**config.mk**
```make
export PLATFORM = sky130hd
export DESIGN_NAME = automaton_record_deserializer
export DESIGN_NICKNAME = d
export VERILOG_FILES = /design/src/hw/rtl/ard_pkg.sv /design/src/hw/rtl/ard_front.sv /design/src/hw/rtl/ard_queue.sv /design/src/hw/rtl/ard_back.sv /design/src/hw/rtl/automaton_record_deserializer.sv
export SDC_FILE = /design/constraint.sdc
export NUM_CORES = 1
export LEC_CHECK = 0
export BUFFER_PORTS_ARGS = -buffer_cell sky130_fd_sc_hd__buf_2
export CORE_UTILIZATION = 45
export DETAILED_ROUTE_END_ITERATION = 7
export MAX_ROUTING_LAYER = met4
export PLACE_DENSITY = 0.68
export RECOVER_POWER = 25
export SYNTH_ARGS = -nofsm -noshare
export SYNTH_HDL_FRONTEND = slang
export SYNTH_SLANG_ARGS = --single-unit
```
**constraint.sdc**
```tcl
create_clock -name i_clk -period 4.22 [get_ports i_clk]
set_input_delay 0.844 -clock i_clk [delete_from_list [all_inputs] [get_ports i_clk]]
set_output_delay 0.844 -clock i_clk [all_outputs]
set_load 0.05 [all_outputs]
```
**src/hw/rtl/ard_pkg.sv**
```systemverilog
// ============================================================================
// ard_pkg - shared types and codes for the automaton record deserializer
// Request structs for both channels, the front-to-back command, and the
// element kind, error and hold codes used by more than one file.
// ============================================================================
package ard_pkg;

    // Element kinds reported with each result
    localparam logic [2:0] KIND_NONE   = 3'd0;
    localparam logic [2:0] KIND_ALPHA  = 3'd1;
    localparam logic [2:0] KIND_SCOUNT = 3'd2;
    localparam logic [2:0] KIND_INIT   = 3'd3;
    localparam logic [2:0] KIND_FINAL  = 3'd4;
    localparam logic [2:0] KIND_TRANS  = 3'd5;

    // Error codes
    localparam logic [2:0] ERR_NONE      = 3'd0;
    localparam logic [2:0] ERR_LEN_SHORT = 3'd1;
    localparam logic [2:0] ERR_TRUNC     = 3'd2;
    localparam logic [2:0] ERR_LEN_LONG  = 3'd3;
    localparam logic [2:0] ERR_STATE     = 3'd4;
    localparam logic [2:0] ERR_TRANS     = 3'd5;

    // What the back end latches from a command word
    localparam logic [1:0] HOLD_NONE  = 2'd0;
    localparam logic [1:0] HOLD_SRC   = 2'd1;
    localparam logic [1:0] HOLD_LABEL = 2'd2;

    localparam int QDEPTH = 2;

    typedef struct packed {
        logic signed [31:0] word;
        logic               last_in_buffer;
    } t_in_req;

    typedef struct packed {
        logic [2:0]         elem_kind;
        logic signed [31:0] elem_value;
        logic signed [31:0] trans_source;
        logic signed [31:0] trans_label;
        logic signed [31:0] trans_dest;
        logic               record_done;
        logic [2:0]         error_code;
    } t_out_req;

    // Classified word handed from front to back
    typedef struct packed {
        logic [2:0]         kind;
        logic [1:0]         hold;
        logic signed [31:0] word;
        logic               done;
        logic [2:0]         err;
    } t_cmd;

endpackage

```
**src/hw/rtl/ard_front.sv**
```systemverilog
// ============================================================================
// ard_front - record parser
// Tracks the record phase and word/item counters, range-checks length, state
// and transition words; each word becomes one classified back-end command.
// ============================================================================
module ard_front (
    input  logic             i_clk,
    input  logic             i_rst_n,
    input  logic             i_accept,
    input  ard_pkg::t_in_req i_req,
    output ard_pkg::t_cmd    o_cmd
);

    localparam logic [3:0] PH_LEN    = 4'd0;
    localparam logic [3:0] PH_ALPHA  = 4'd1;
    localparam logic [3:0] PH_SCOUNT = 4'd2;
    localparam logic [3:0] PH_ICOUNT = 4'd3;
    localparam logic [3:0] PH_IST    = 4'd4;
    localparam logic [3:0] PH_FCOUNT = 4'd5;
    localparam logic [3:0] PH_FST    = 4'd6;
    localparam logic [3:0] PH_TCOUNT = 4'd7;
    localparam logic [3:0] PH_TSRC   = 4'd8;
    localparam logic [3:0] PH_TLAB   = 4'd9;
    localparam logic [3:0] PH_TDST   = 4'd10;

    logic [3:0]  r_phase, n_phase;
    logic [31:0] r_words_left, n_words_left;
    logic [31:0] r_alpha, n_alpha;
    logic [31:0] r_scount, n_scount;
    logic [31:0] r_items_left, n_items_left;
    logic        r_src_ok, n_src_ok;
    logic        r_lab_ok, n_lab_ok;

    logic signed [31:0] s;
    logic signed [31:0] sc;
    logic signed [31:0] alpha_s;
    logic [31:0] items_dec;
    logic [31:0] words_dec;
    logic [3:0]  next_ph;
    logic [2:0]  kind;
    logic [1:0]  hold;
    logic [2:0]  err;
    logic        done;
    logic        final_word;
    logic        in_record;

    assign s       = i_req.word;
    assign sc      = $signed(r_scount);
    assign alpha_s = $signed(r_alpha);

    // Classify the word against the current phase
    always_comb begin
        n_phase      = r_phase;
        n_words_left = r_words_left;
        n_alpha      = r_alpha;
        n_scount     = r_scount;
        n_items_left = r_items_left;
        n_src_ok     = r_src_ok;
        n_lab_ok     = r_lab_ok;
        kind         = ard_pkg::KIND_NONE;
        hold         = ard_pkg::HOLD_NONE;
        err          = ard_pkg::ERR_NONE;
        done         = 1'b0;
        final_word   = 1'b0;
        next_ph      = PH_LEN;
        items_dec    = r_items_left - 32'd1;
        words_dec    = r_words_left - 32'd1;
        in_record    = (r_phase inside {[PH_ALPHA:PH_TDST]});

        if (!in_record) begin
            // Length word opens a record
            if (s <= 32'sd0) begin
                err = ard_pkg::ERR_LEN_SHORT;
            end else if (i_req.last_in_buffer) begin
                err = ard_pkg::ERR_TRUNC;
            end else begin
                n_words_left = i_req.word;
                n_phase      = PH_ALPHA;
            end
        end else begin
            case (r_phase)
                PH_ALPHA: begin
                    n_alpha = i_req.word;
                    kind    = ard_pkg::KIND_ALPHA;
                    next_ph = PH_SCOUNT;
                end
                PH_SCOUNT: begin
                    n_scount = i_req.word;
                    kind     = ard_pkg::KIND_SCOUNT;
                    next_ph  = PH_ICOUNT;
                end
                PH_ICOUNT: begin
                    if (s > 32'sd0) begin
                        n_items_left = i_req.word;
                        next_ph      = PH_IST;
                    end else begin
                        next_ph = PH_FCOUNT;
                    end
                end
                PH_FCOUNT: begin
                    if (s > 32'sd0) begin
                        n_items_left = i_req.word;
                        next_ph      = PH_FST;
                    end else begin
                        next_ph = PH_TCOUNT;
                    end
                end
                PH_IST, PH_FST: begin
                    if (s >= sc) begin
                        err = ard_pkg::ERR_STATE;
                    end else begin
                        kind = (r_phase == PH_IST) ? ard_pkg::KIND_INIT
                                                   : ard_pkg::KIND_FINAL;
                    end
                    n_items_left = items_dec;
                    if (items_dec != 32'd0) begin
                        next_ph = r_phase;
                    end else begin
                        next_ph = (r_phase == PH_IST) ? PH_FCOUNT : PH_TCOUNT;
                    end
                end
                PH_TCOUNT: begin
                    if (s > 32'sd0) begin
                        n_items_left = i_req.word;
                        next_ph      = PH_TSRC;
                    end else begin
                        final_word = 1'b1;
                    end
                end
                PH_TSRC: begin
                    // only the check result is kept here; the value goes back
                    n_src_ok = (s >= 32'sd0) && (s < sc);
                    hold     = ard_pkg::HOLD_SRC;
                    next_ph  = PH_TLAB;
                end
                PH_TLAB: begin
                    n_lab_ok = (s >= -32'sd1) && (s < alpha_s);
                    hold     = ard_pkg::HOLD_LABEL;
                    next_ph  = PH_TDST;
                end
                default: begin
                    // transition destination
                    if (!(r_src_ok && r_lab_ok && (s >= 32'sd0) && (s < sc))) begin
                        err = ard_pkg::ERR_TRANS;
                    end else begin
                        kind = ard_pkg::KIND_TRANS;
                    end
                    n_items_left = items_dec;
                    if (items_dec == 32'd0) begin
                        final_word = 1'b1;
                    end else begin
                        next_ph = PH_TSRC;
                    end
                end
            endcase

            // Record length bookkeeping
            if (err == ard_pkg::ERR_NONE) begin
                n_words_left = words_dec;
                if (final_word) begin
                    if (words_dec != 32'd0) begin
                        err = ard_pkg::ERR_LEN_LONG;
                    end else begin
                        done = 1'b1;
                    end
                    n_phase = PH_LEN;
                end else if (words_dec == 32'd0) begin
                    err = ard_pkg::ERR_LEN_SHORT;
                end else if (i_req.last_in_buffer) begin
                    err = ard_pkg::ERR_TRUNC;
                end else begin
                    n_phase = next_ph;
                end
            end
        end

        // Any error drops the record
        if (err != ard_pkg::ERR_NONE) begin
            n_phase      = PH_LEN;
            n_words_left = 32'd0;
            n_alpha      = 32'd0;
            n_scount     = 32'd0;
            n_items_left = 32'd0;
            n_src_ok     = 1'b0;
            n_lab_ok     = 1'b0;
            kind         = ard_pkg::KIND_NONE;
            hold         = ard_pkg::HOLD_NONE;
        end
    end

    assign o_cmd.kind = kind;
    assign o_cmd.hold = hold;
    assign o_cmd.word = i_req.word;
    assign o_cmd.done = done;
    assign o_cmd.err  = err;

    // Parser state
    always_ff @(posedge i_clk) begin
        if (!i_rst_n) begin
            r_phase      <= PH_LEN;
            r_words_left <= 32'd0;
            r_alpha      <= 32'd0;
            r_scount     <= 32'd0;
            r_items_left <= 32'd0;
            r_src_ok     <= 1'b0;
            r_lab_ok     <= 1'b0;
        end else if (i_accept) begin
            r_phase      <= n_phase;
            r_words_left <= n_words_left;
            r_alpha      <= n_alpha;
            r_scount     <= n_scount;
            r_items_left <= n_items_left;
            r_src_ok     <= n_src_ok;
            r_lab_ok     <= n_lab_ok;
        end
    end

endmodule

```
**src/hw/rtl/ard_queue.sv**
```systemverilog
// ============================================================================
// ard_queue - command queue
// Two-entry FIFO between parser and output builder so each side can stall
// on its own.
// ============================================================================
module ard_queue (
    input  logic          i_clk,
    input  logic          i_rst_n,
    input  logic          i_push,
    input  ard_pkg::t_cmd i_cmd,
    input  logic          i_pop,
    output logic          o_full,
    output logic          o_valid,
    output ard_pkg::t_cmd o_cmd
);

    localparam int PW = $clog2(ard_pkg::QDEPTH);
    localparam int CW = $clog2(ard_pkg::QDEPTH + 1);

    ard_pkg::t_cmd r_mem [ard_pkg::QDEPTH];
    logic [PW-1:0] r_wr_ptr;
    logic [PW-1:0] r_rd_ptr;
    logic [CW-1:0] r_count;

    assign o_full  = (r_count == CW'(ard_pkg::QDEPTH));
    assign o_valid = (r_count != '0);
    assign o_cmd   = r_mem[r_rd_ptr];

    // Entry storage
    always_ff @(posedge i_clk) begin
        if (i_push) begin
            r_mem[r_wr_ptr] <= i_cmd;
        end
    end

    // Pointers and fill level
    always_ff @(posedge i_clk) begin
        if (!i_rst_n) begin
            r_wr_ptr <= '0;
            r_rd_ptr <= '0;
            r_count  <= '0;
        end else begin
            if (i_push) begin
                r_wr_ptr <= (r_wr_ptr == PW'(ard_pkg::QDEPTH - 1)) ? '0 : r_wr_ptr + 1'b1;
            end
            if (i_pop) begin
                r_rd_ptr <= (r_rd_ptr == PW'(ard_pkg::QDEPTH - 1)) ? '0 : r_rd_ptr + 1'b1;
            end
            if (i_push && !i_pop) begin
                r_count <= r_count + 1'b1;
            end else if (!i_push && i_pop) begin
                r_count <= r_count - 1'b1;
            end
        end
    end

endmodule

```
**src/hw/rtl/ard_back.sv**
```systemverilog
// ============================================================================
// ard_back - output builder
// Holds transition source and label words, assembles each result from a
// command and keeps it in the output register until taken.
// ============================================================================
module ard_back (
    input  logic              i_clk,
    input  logic              i_rst_n,
    input  logic              i_q_valid,
    input  ard_pkg::t_cmd     i_cmd,
    output logic              o_pop,
    output logic              o_out_valid,
    input  logic              i_out_stall,
    output ard_pkg::t_out_req o_out_req
);

    logic               r_out_valid;
    ard_pkg::t_out_req  r_out_req;
    ard_pkg::t_out_req  n_out_req;
    logic signed [31:0] r_held_src;
    logic signed [31:0] r_held_lab;
    logic               is_elem;
    logic               is_trans;

    assign o_pop = i_q_valid && (!r_out_valid || !i_out_stall);

    // Result assembly
    always_comb begin
        is_elem  = (i_cmd.kind inside {[ard_pkg::KIND_ALPHA:ard_pkg::KIND_FINAL]});
        is_trans = (i_cmd.kind == ard_pkg::KIND_TRANS);
        n_out_req.elem_kind    = i_cmd.kind;
        n_out_req.elem_value   = is_elem  ? i_cmd.word : 32'sd0;
        n_out_req.trans_source = is_trans ? r_held_src : 32'sd0;
        n_out_req.trans_label  = is_trans ? r_held_lab : 32'sd0;
        n_out_req.trans_dest   = is_trans ? i_cmd.word : 32'sd0;
        n_out_req.record_done  = i_cmd.done;
        n_out_req.error_code   = i_cmd.err;
    end

    // Held transition words
    always_ff @(posedge i_clk) begin
        if (o_pop && (i_cmd.hold == ard_pkg::HOLD_SRC)) begin
            r_held_src <= i_cmd.word;
        end
        if (o_pop && (i_cmd.hold == ard_pkg::HOLD_LABEL)) begin
            r_held_lab <= i_cmd.word;
        end
    end

    // Output register
    always_ff @(posedge i_clk) begin
        if (!i_rst_n) begin
            r_out_valid <= 1'b0;
        end else begin
            r_out_valid <= o_pop || (r_out_valid && i_out_stall);
        end
    end

    always_ff @(posedge i_clk) begin
        if (o_pop) begin
            r_out_req <= n_out_req;
        end
    end

    assign o_out_valid = r_out_valid;
    assign o_out_req   = r_out_req;

endmodule

```
**src/hw/rtl/automaton_record_deserializer.sv**
```systemverilog
// ============================================================================
// automaton_record_deserializer - serialized automaton record decoder
// Checks a stream of 32-bit record words and emits one result per word.
// ============================================================================
//
//  channel  direction  handshake               payload
//  in       input      i_in_valid / o_in_stall  i_in_req  (t_in_req)
//  out      output     o_out_valid / i_out_stall o_out_req (t_out_req)
//
//  One word is taken every cycle while the queue is not full; each word's
//  result goes from the parser into the queue, then the output register.
//  The parse state is updated in the cycle the word is taken, so the next
//  word may follow at once.
//  Reset is synchronous, active low; the block starts expecting a length word.
//  A stalled output fills the two-entry queue; o_in_stall rises once it is full.
//
module automaton_record_deserializer (
    input  logic              i_clk,
    input  logic              i_rst_n,
    input  logic              i_in_valid,
    output logic              o_in_stall,
    input  ard_pkg::t_in_req  i_in_req,
    output logic              o_out_valid,
    input  logic              i_out_stall,
    output ard_pkg::t_out_req o_out_req
);

    logic          in_accept;
    logic          q_full;
    logic          q_valid;
    logic          q_pop;
    ard_pkg::t_cmd front_cmd;
    ard_pkg::t_cmd q_cmd;

    assign o_in_stall = q_full;
    assign in_accept  = i_in_valid && !q_full;

    // Parser
    ard_front u_front (
        .i_clk    (i_clk),
        .i_rst_n  (i_rst_n),
        .i_accept (in_accept),
        .i_req    (i_in_req),
        .o_cmd    (front_cmd)
    );

    // Command queue
    ard_queue u_queue (
        .i_clk   (i_clk),
        .i_rst_n (i_rst_n),
        .i_push  (in_accept),
        .i_cmd   (front_cmd),
        .i_pop   (q_pop),
        .o_full  (q_full),
        .o_valid (q_valid),
        .o_cmd   (q_cmd)
    );

    // Output builder
    ard_back u_back (
        .i_clk       (i_clk),
        .i_rst_n     (i_rst_n),
        .i_q_valid   (q_valid),
        .i_cmd       (q_cmd),
        .o_pop       (q_pop),
        .o_out_valid (o_out_valid),
        .i_out_stall (i_out_stall),
        .o_out_req   (o_out_req)
    );

endmodule

```
==> metrics.md <==
| Metric | Value |
|---|---|
| Post-synth EDFFs | 281 |
| Number of design-rule violations left by the first detailed-router iteration | 1386 |
| Endpoint of the worst register-to-register path | u_front.alpha_s[25]$_SDFFE_PN0P_ |
| Clock root cell | sky130_fd_sc_hd__clkbuf_16 |
| Vias per cell | 5.74 |
| Initial antenna violation count | 1 |
| Number of top-level design ports | 174 |
| Row cnt | 75 |
| Library cells used by synthesis | 76 |
| TritonCTS clock tree | yes |
| Max FO, Critical Path | 32 |
| Die area | between 40000 and 50000 sq um |
| Final critical-path required period | a little over 4000 ps |
| Worst Max-Slew Pin Slew | 2070 ps |
| Total placed cells including tap cells | around 2500 |
| Post-synthesis sequential area ratio | 0.587 |
| Outcome | complete, but fails checks |
| Final layout net count | 2064 |
| Flop-to-flop setup slack | 150 ps |
| Routed wire per std cell | 21.1 um |
| Commonest cells after routing, fill and taps aside | 281 x sky130_fd_sc_hd__edfxtp_1, 140 x sky130_fd_sc_hd__dfxtp_1, 136 x sky130_fd_sc_hd__buf_2, 131 x sky130_fd_sc_hd__nor2_1, 130 x sky130_fd_sc_hd__inv_1 |
| Pin count of the biggest net entering global routing | 83 |
| Final Hold Violating Endpoints | 0 |
| Clock buffers created by TritonCTS | 45 |
| Power Density | 737 nW/um^2 |
| Count of antenna-violating nets left after detailed routing | 0 |
| Sum of net half-perimeters after detailed placement | 36400 um |
| Global-route usage over all layers | 0.253 |
| Critical Setup Path Class | register to register |
| FF+latch count, synth | around 420 |
| Initial standard-cell utilization of the core | 0.456 |
| Fraction of final layout cells sized beyond drive strength 1 | 0.173 |
| Tcrit/Tclk final | 0.965 |
| Total number of vias | about 15000 |
| First-pass GRT wire length | 81900 um |
| Vertical die dimension | 208 um |
| Layout Area Growth over Synthesis | 18.6% |
| End point of the critical path | u_front.alpha_s[25]$_SDFFE_PN0P_ |
| Post-CTS clock slew at the launch and capture registers of the worst setup and hold paths | about 60 ps |
| Residual DRC | 0 |
| Post-detailed-routing wire length | 53400 um |
| Gate Count Post-Synth | 1699 |
| Type of the worst min-delay path | register to register |
| Max-slew headroom at the worst pin | -0.382 |
| Worst slack after detailed placement | -230 ps |
| Final max-slew violation count | 103 |
| Critical path data arrival time | 4530 ps |
| Count of endpoints failing setup in the final report | 0 |
| Post-Syn Area per Cell | 11.3 sq um |
| Floorplan Core Area | 41900 sq um |
| H-tree lvl count | 2 |
| Input/output buffers | 173 |
| Post-Synthesis Net Count | 1804 |
| Type of destination of the critical path | register |
| Critical path startpoint category | register |
| Final GP Congestion | about 0.97 |
| Most common library cell in the layout ignoring fill and taps | sky130_fd_sc_hd__edfxtp_1 |
| Final Total Pwr | ~17000 uW |
| Yosys top cell area share | 0.441 |
| Register-to-Register Path Depth | 14 |
| Highest ir drop seen on vdd | 0.592 mV |
| Violated checks | max-capacitance violations, max-slew violations |
| Leakage power figure | 0.00851 uW |
| Final cell count without fillers | 2532 |
| Netlist area before placement | around 19000 sq um |
| Maximum capacitance violations | 3 |
| Aggregate global routing overflow | 0 |
| Clock latency of the later-clocked register in the worst-skew pair | 570 ps |
| Endpoint required time on the critical path | 4670 ps |
| Post-route clock skew | 12.1 ps |
| Proportion of synthesized flip-flops having asynchronous set or reset | 0 |
| CP Launch Point | u_front.r_items_left[0]$_SDFFE_PN0P_ |
| Horizontal die dimension | 208 um |
| Number of warnings issued by yosys | 0 |
| Reg-to-Reg Start | u_front.r_items_left[0]$_SDFFE_PN0P_ |
| Via count of the first global-routing pass | 13950 |
| Ranking of synthesized cells by area | sky130_fd_sc_hd__edfxtp_1 44%, sky130_fd_sc_hd__dfxtp_1 15%, sky130_fd_sc_hd__ha_1 4.4% |
| Max Fclk | between 0.2 and 0.25 GHz |
| WHS | around 470 ps |
| Minimum setup slack in the final design | 146 ps |
| Setup TNS | 0 ps |
| Hold Crit Depth | 1 |
| Synth area leader | sky130_fd_sc_hd__edfxtp_1 |
| First drt pass iteration count | 7 |
| Bufs on Longest Clock Path | 3 |
| Flip-flop cell with the highest count after synthesis | sky130_fd_sc_hd__edfxtp_1 |
| # clock sinks | 421 |
-- logic make-up after synthesis --
group / synth area share
buffers and inverters: 0.0481
AOI/OAI and AO/OA: 0.133
and+or+nand+nor: 0.148
muxes: 0.0229
adders and majority gates: 0.0444
DFF: 0.587
xor gates and xnor gates: 0.0160
-- flip-flops by register name, indices dropped and copies added (netlist names), 2 cells and up, named ones only --
signal / flops
u_front.r_items_left: 32
u_front.r_phase: 4
u_back.o_out_req: 135
u_back.r_held_lab: 32
u_front.alpha_s: 32
u_queue.r_count: 2
u_queue.r_mem: 82
u_front.r_words_left: 32
u_back.r_held_src: 32
u_front.r_scount: 32
-- power by group --
| part | switching, uW | leakage (uW) | internal, uW |
|---|---|---|---|
| registers | 361 | 0.00382 | 5730 |
| logic | 4900 | 0.00400 | 1970 |
| clock network | 1640 | 0.000690 | 2140 |
-- layer usage --
metal / share of wire / track usage
met1: 0.45 / 0.343
met4: 0.048 / 0.121
met3: 0.067 / 0.0388
met5: 0 / -
met2: 0.44 / 0.372
-- Yosys cell counts (18+ instances only) --
library cell                  n
sky130_fd_sc_hd__ha_1        68
sky130_fd_sc_hd__o21ai_0     45
sky130_fd_sc_hd__o22ai_1     21
sky130_fd_sc_hd__clkbuf_1    80
sky130_fd_sc_hd__xnor2_1     23
sky130_fd_sc_hd__a22o_1      34
sky130_fd_sc_hd__o2111ai_1   24
sky130_fd_sc_hd__edfxtp_1   281
sky130_fd_sc_hd__nand4_1     29
sky130_fd_sc_hd__or3_1       18
sky130_fd_sc_hd__nand2_1    100
sky130_fd_sc_hd__nor3_1      48
sky130_fd_sc_hd__nor2_1     135
sky130_fd_sc_hd__a21oi_1     77
sky130_fd_sc_hd__and2_1      68
sky130_fd_sc_hd__mux2i_1     36
sky130_fd_sc_hd__nor4_1      26
sky130_fd_sc_hd__a32o_1      32
sky130_fd_sc_hd__dfxtp_1    140
sky130_fd_sc_hd__o211ai_1    19
sky130_fd_sc_hd__inv_1      130
sky130_fd_sc_hd__nand3_1     37
-- through the flow --
stage | cell area [sq um] | util
after global routing | 22700 | 0.542
after floorplan | 19200 | -
final | 22700 | 0.542
after global placement | 21500 | 0.511
after CTS | 22900 | 0.545
after detailed placement | 21500 | 0.511
-- how the worst min path moves through the flow --
stage / from / endpoint
6_report: u_front.alpha_s[19]$_SDFFE_PN0P_ / u_front.alpha_s[19]$_SDFFE_PN0P_
5_1_grt: u_front.alpha_s[7]$_SDFFE_PN0P_ / u_front.alpha_s[7]$_SDFFE_PN0P_
4_1_cts: u_front.alpha_s[2]$_SDFFE_PN0P_ / u_front.alpha_s[2]$_SDFFE_PN0P_
3_5_place_dp: u_front.alpha_s[2]$_SDFFE_PN0P_ / u_front.alpha_s[2]$_SDFFE_PN0P_
3_3_place_gp: u_front.alpha_s[20]$_SDFFE_PN0P_ / u_front.alpha_s[20]$_SDFFE_PN0P_
2_1_floorplan: u_front.r_scount[0]$_SDFFE_PN0P_ / u_front.r_scount[0]$_SDFFE_PN0P_
-- critical path, stage by stage, from the launching register on --
cell and delay, ps:
sky130_fd_sc_hd__dfxtp_1 420, sky130_fd_sc_hd__nor2_1 250, sky130_fd_sc_hd__nand4b_1 300, sky130_fd_sc_hd__buf_4 250, sky130_fd_sc_hd__o21ai_1 120, sky130_fd_sc_hd__or4b_1 470
sky130_fd_sc_hd__or4b_1 550, sky130_fd_sc_hd__o211a_1 280, sky130_fd_sc_hd__nor4bb_1 160, sky130_fd_sc_hd__buf_4 160, sky130_fd_sc_hd__o31ai_1 340, sky130_fd_sc_hd__buf_4 180
sky130_fd_sc_hd__a21oi_2 60, sky130_fd_sc_hd__buf_12 190, sky130_fd_sc_hd__a32o_1 220
-- layout make-up --
class                           count  area (sq um)
Clock buffer                       56          1230
Clock inverter                     24           186
Multi-Input combinational cell   1047          7070
Timing Repair Buffer              312          1810
Tap cell                          539           674
Antenna cell                        1          2.50
Sequential cell                   421         11200
Fill cell                        3600         19200
Inverter                          132           498
-- timing repair --
| item | 4_1_cts | 5_1_grt |
|---|---|---|
| buffers inserted | 0 | 0 |
| gates resized for setup | 0 | 4 |
| hold buffers | 0 | 0 |
| endpoints found under the setup margin | 0 | 118 |
| hold endpoints to repair | 0 | 0 |
Note: power is estimated with default switching activity, not from simulation.
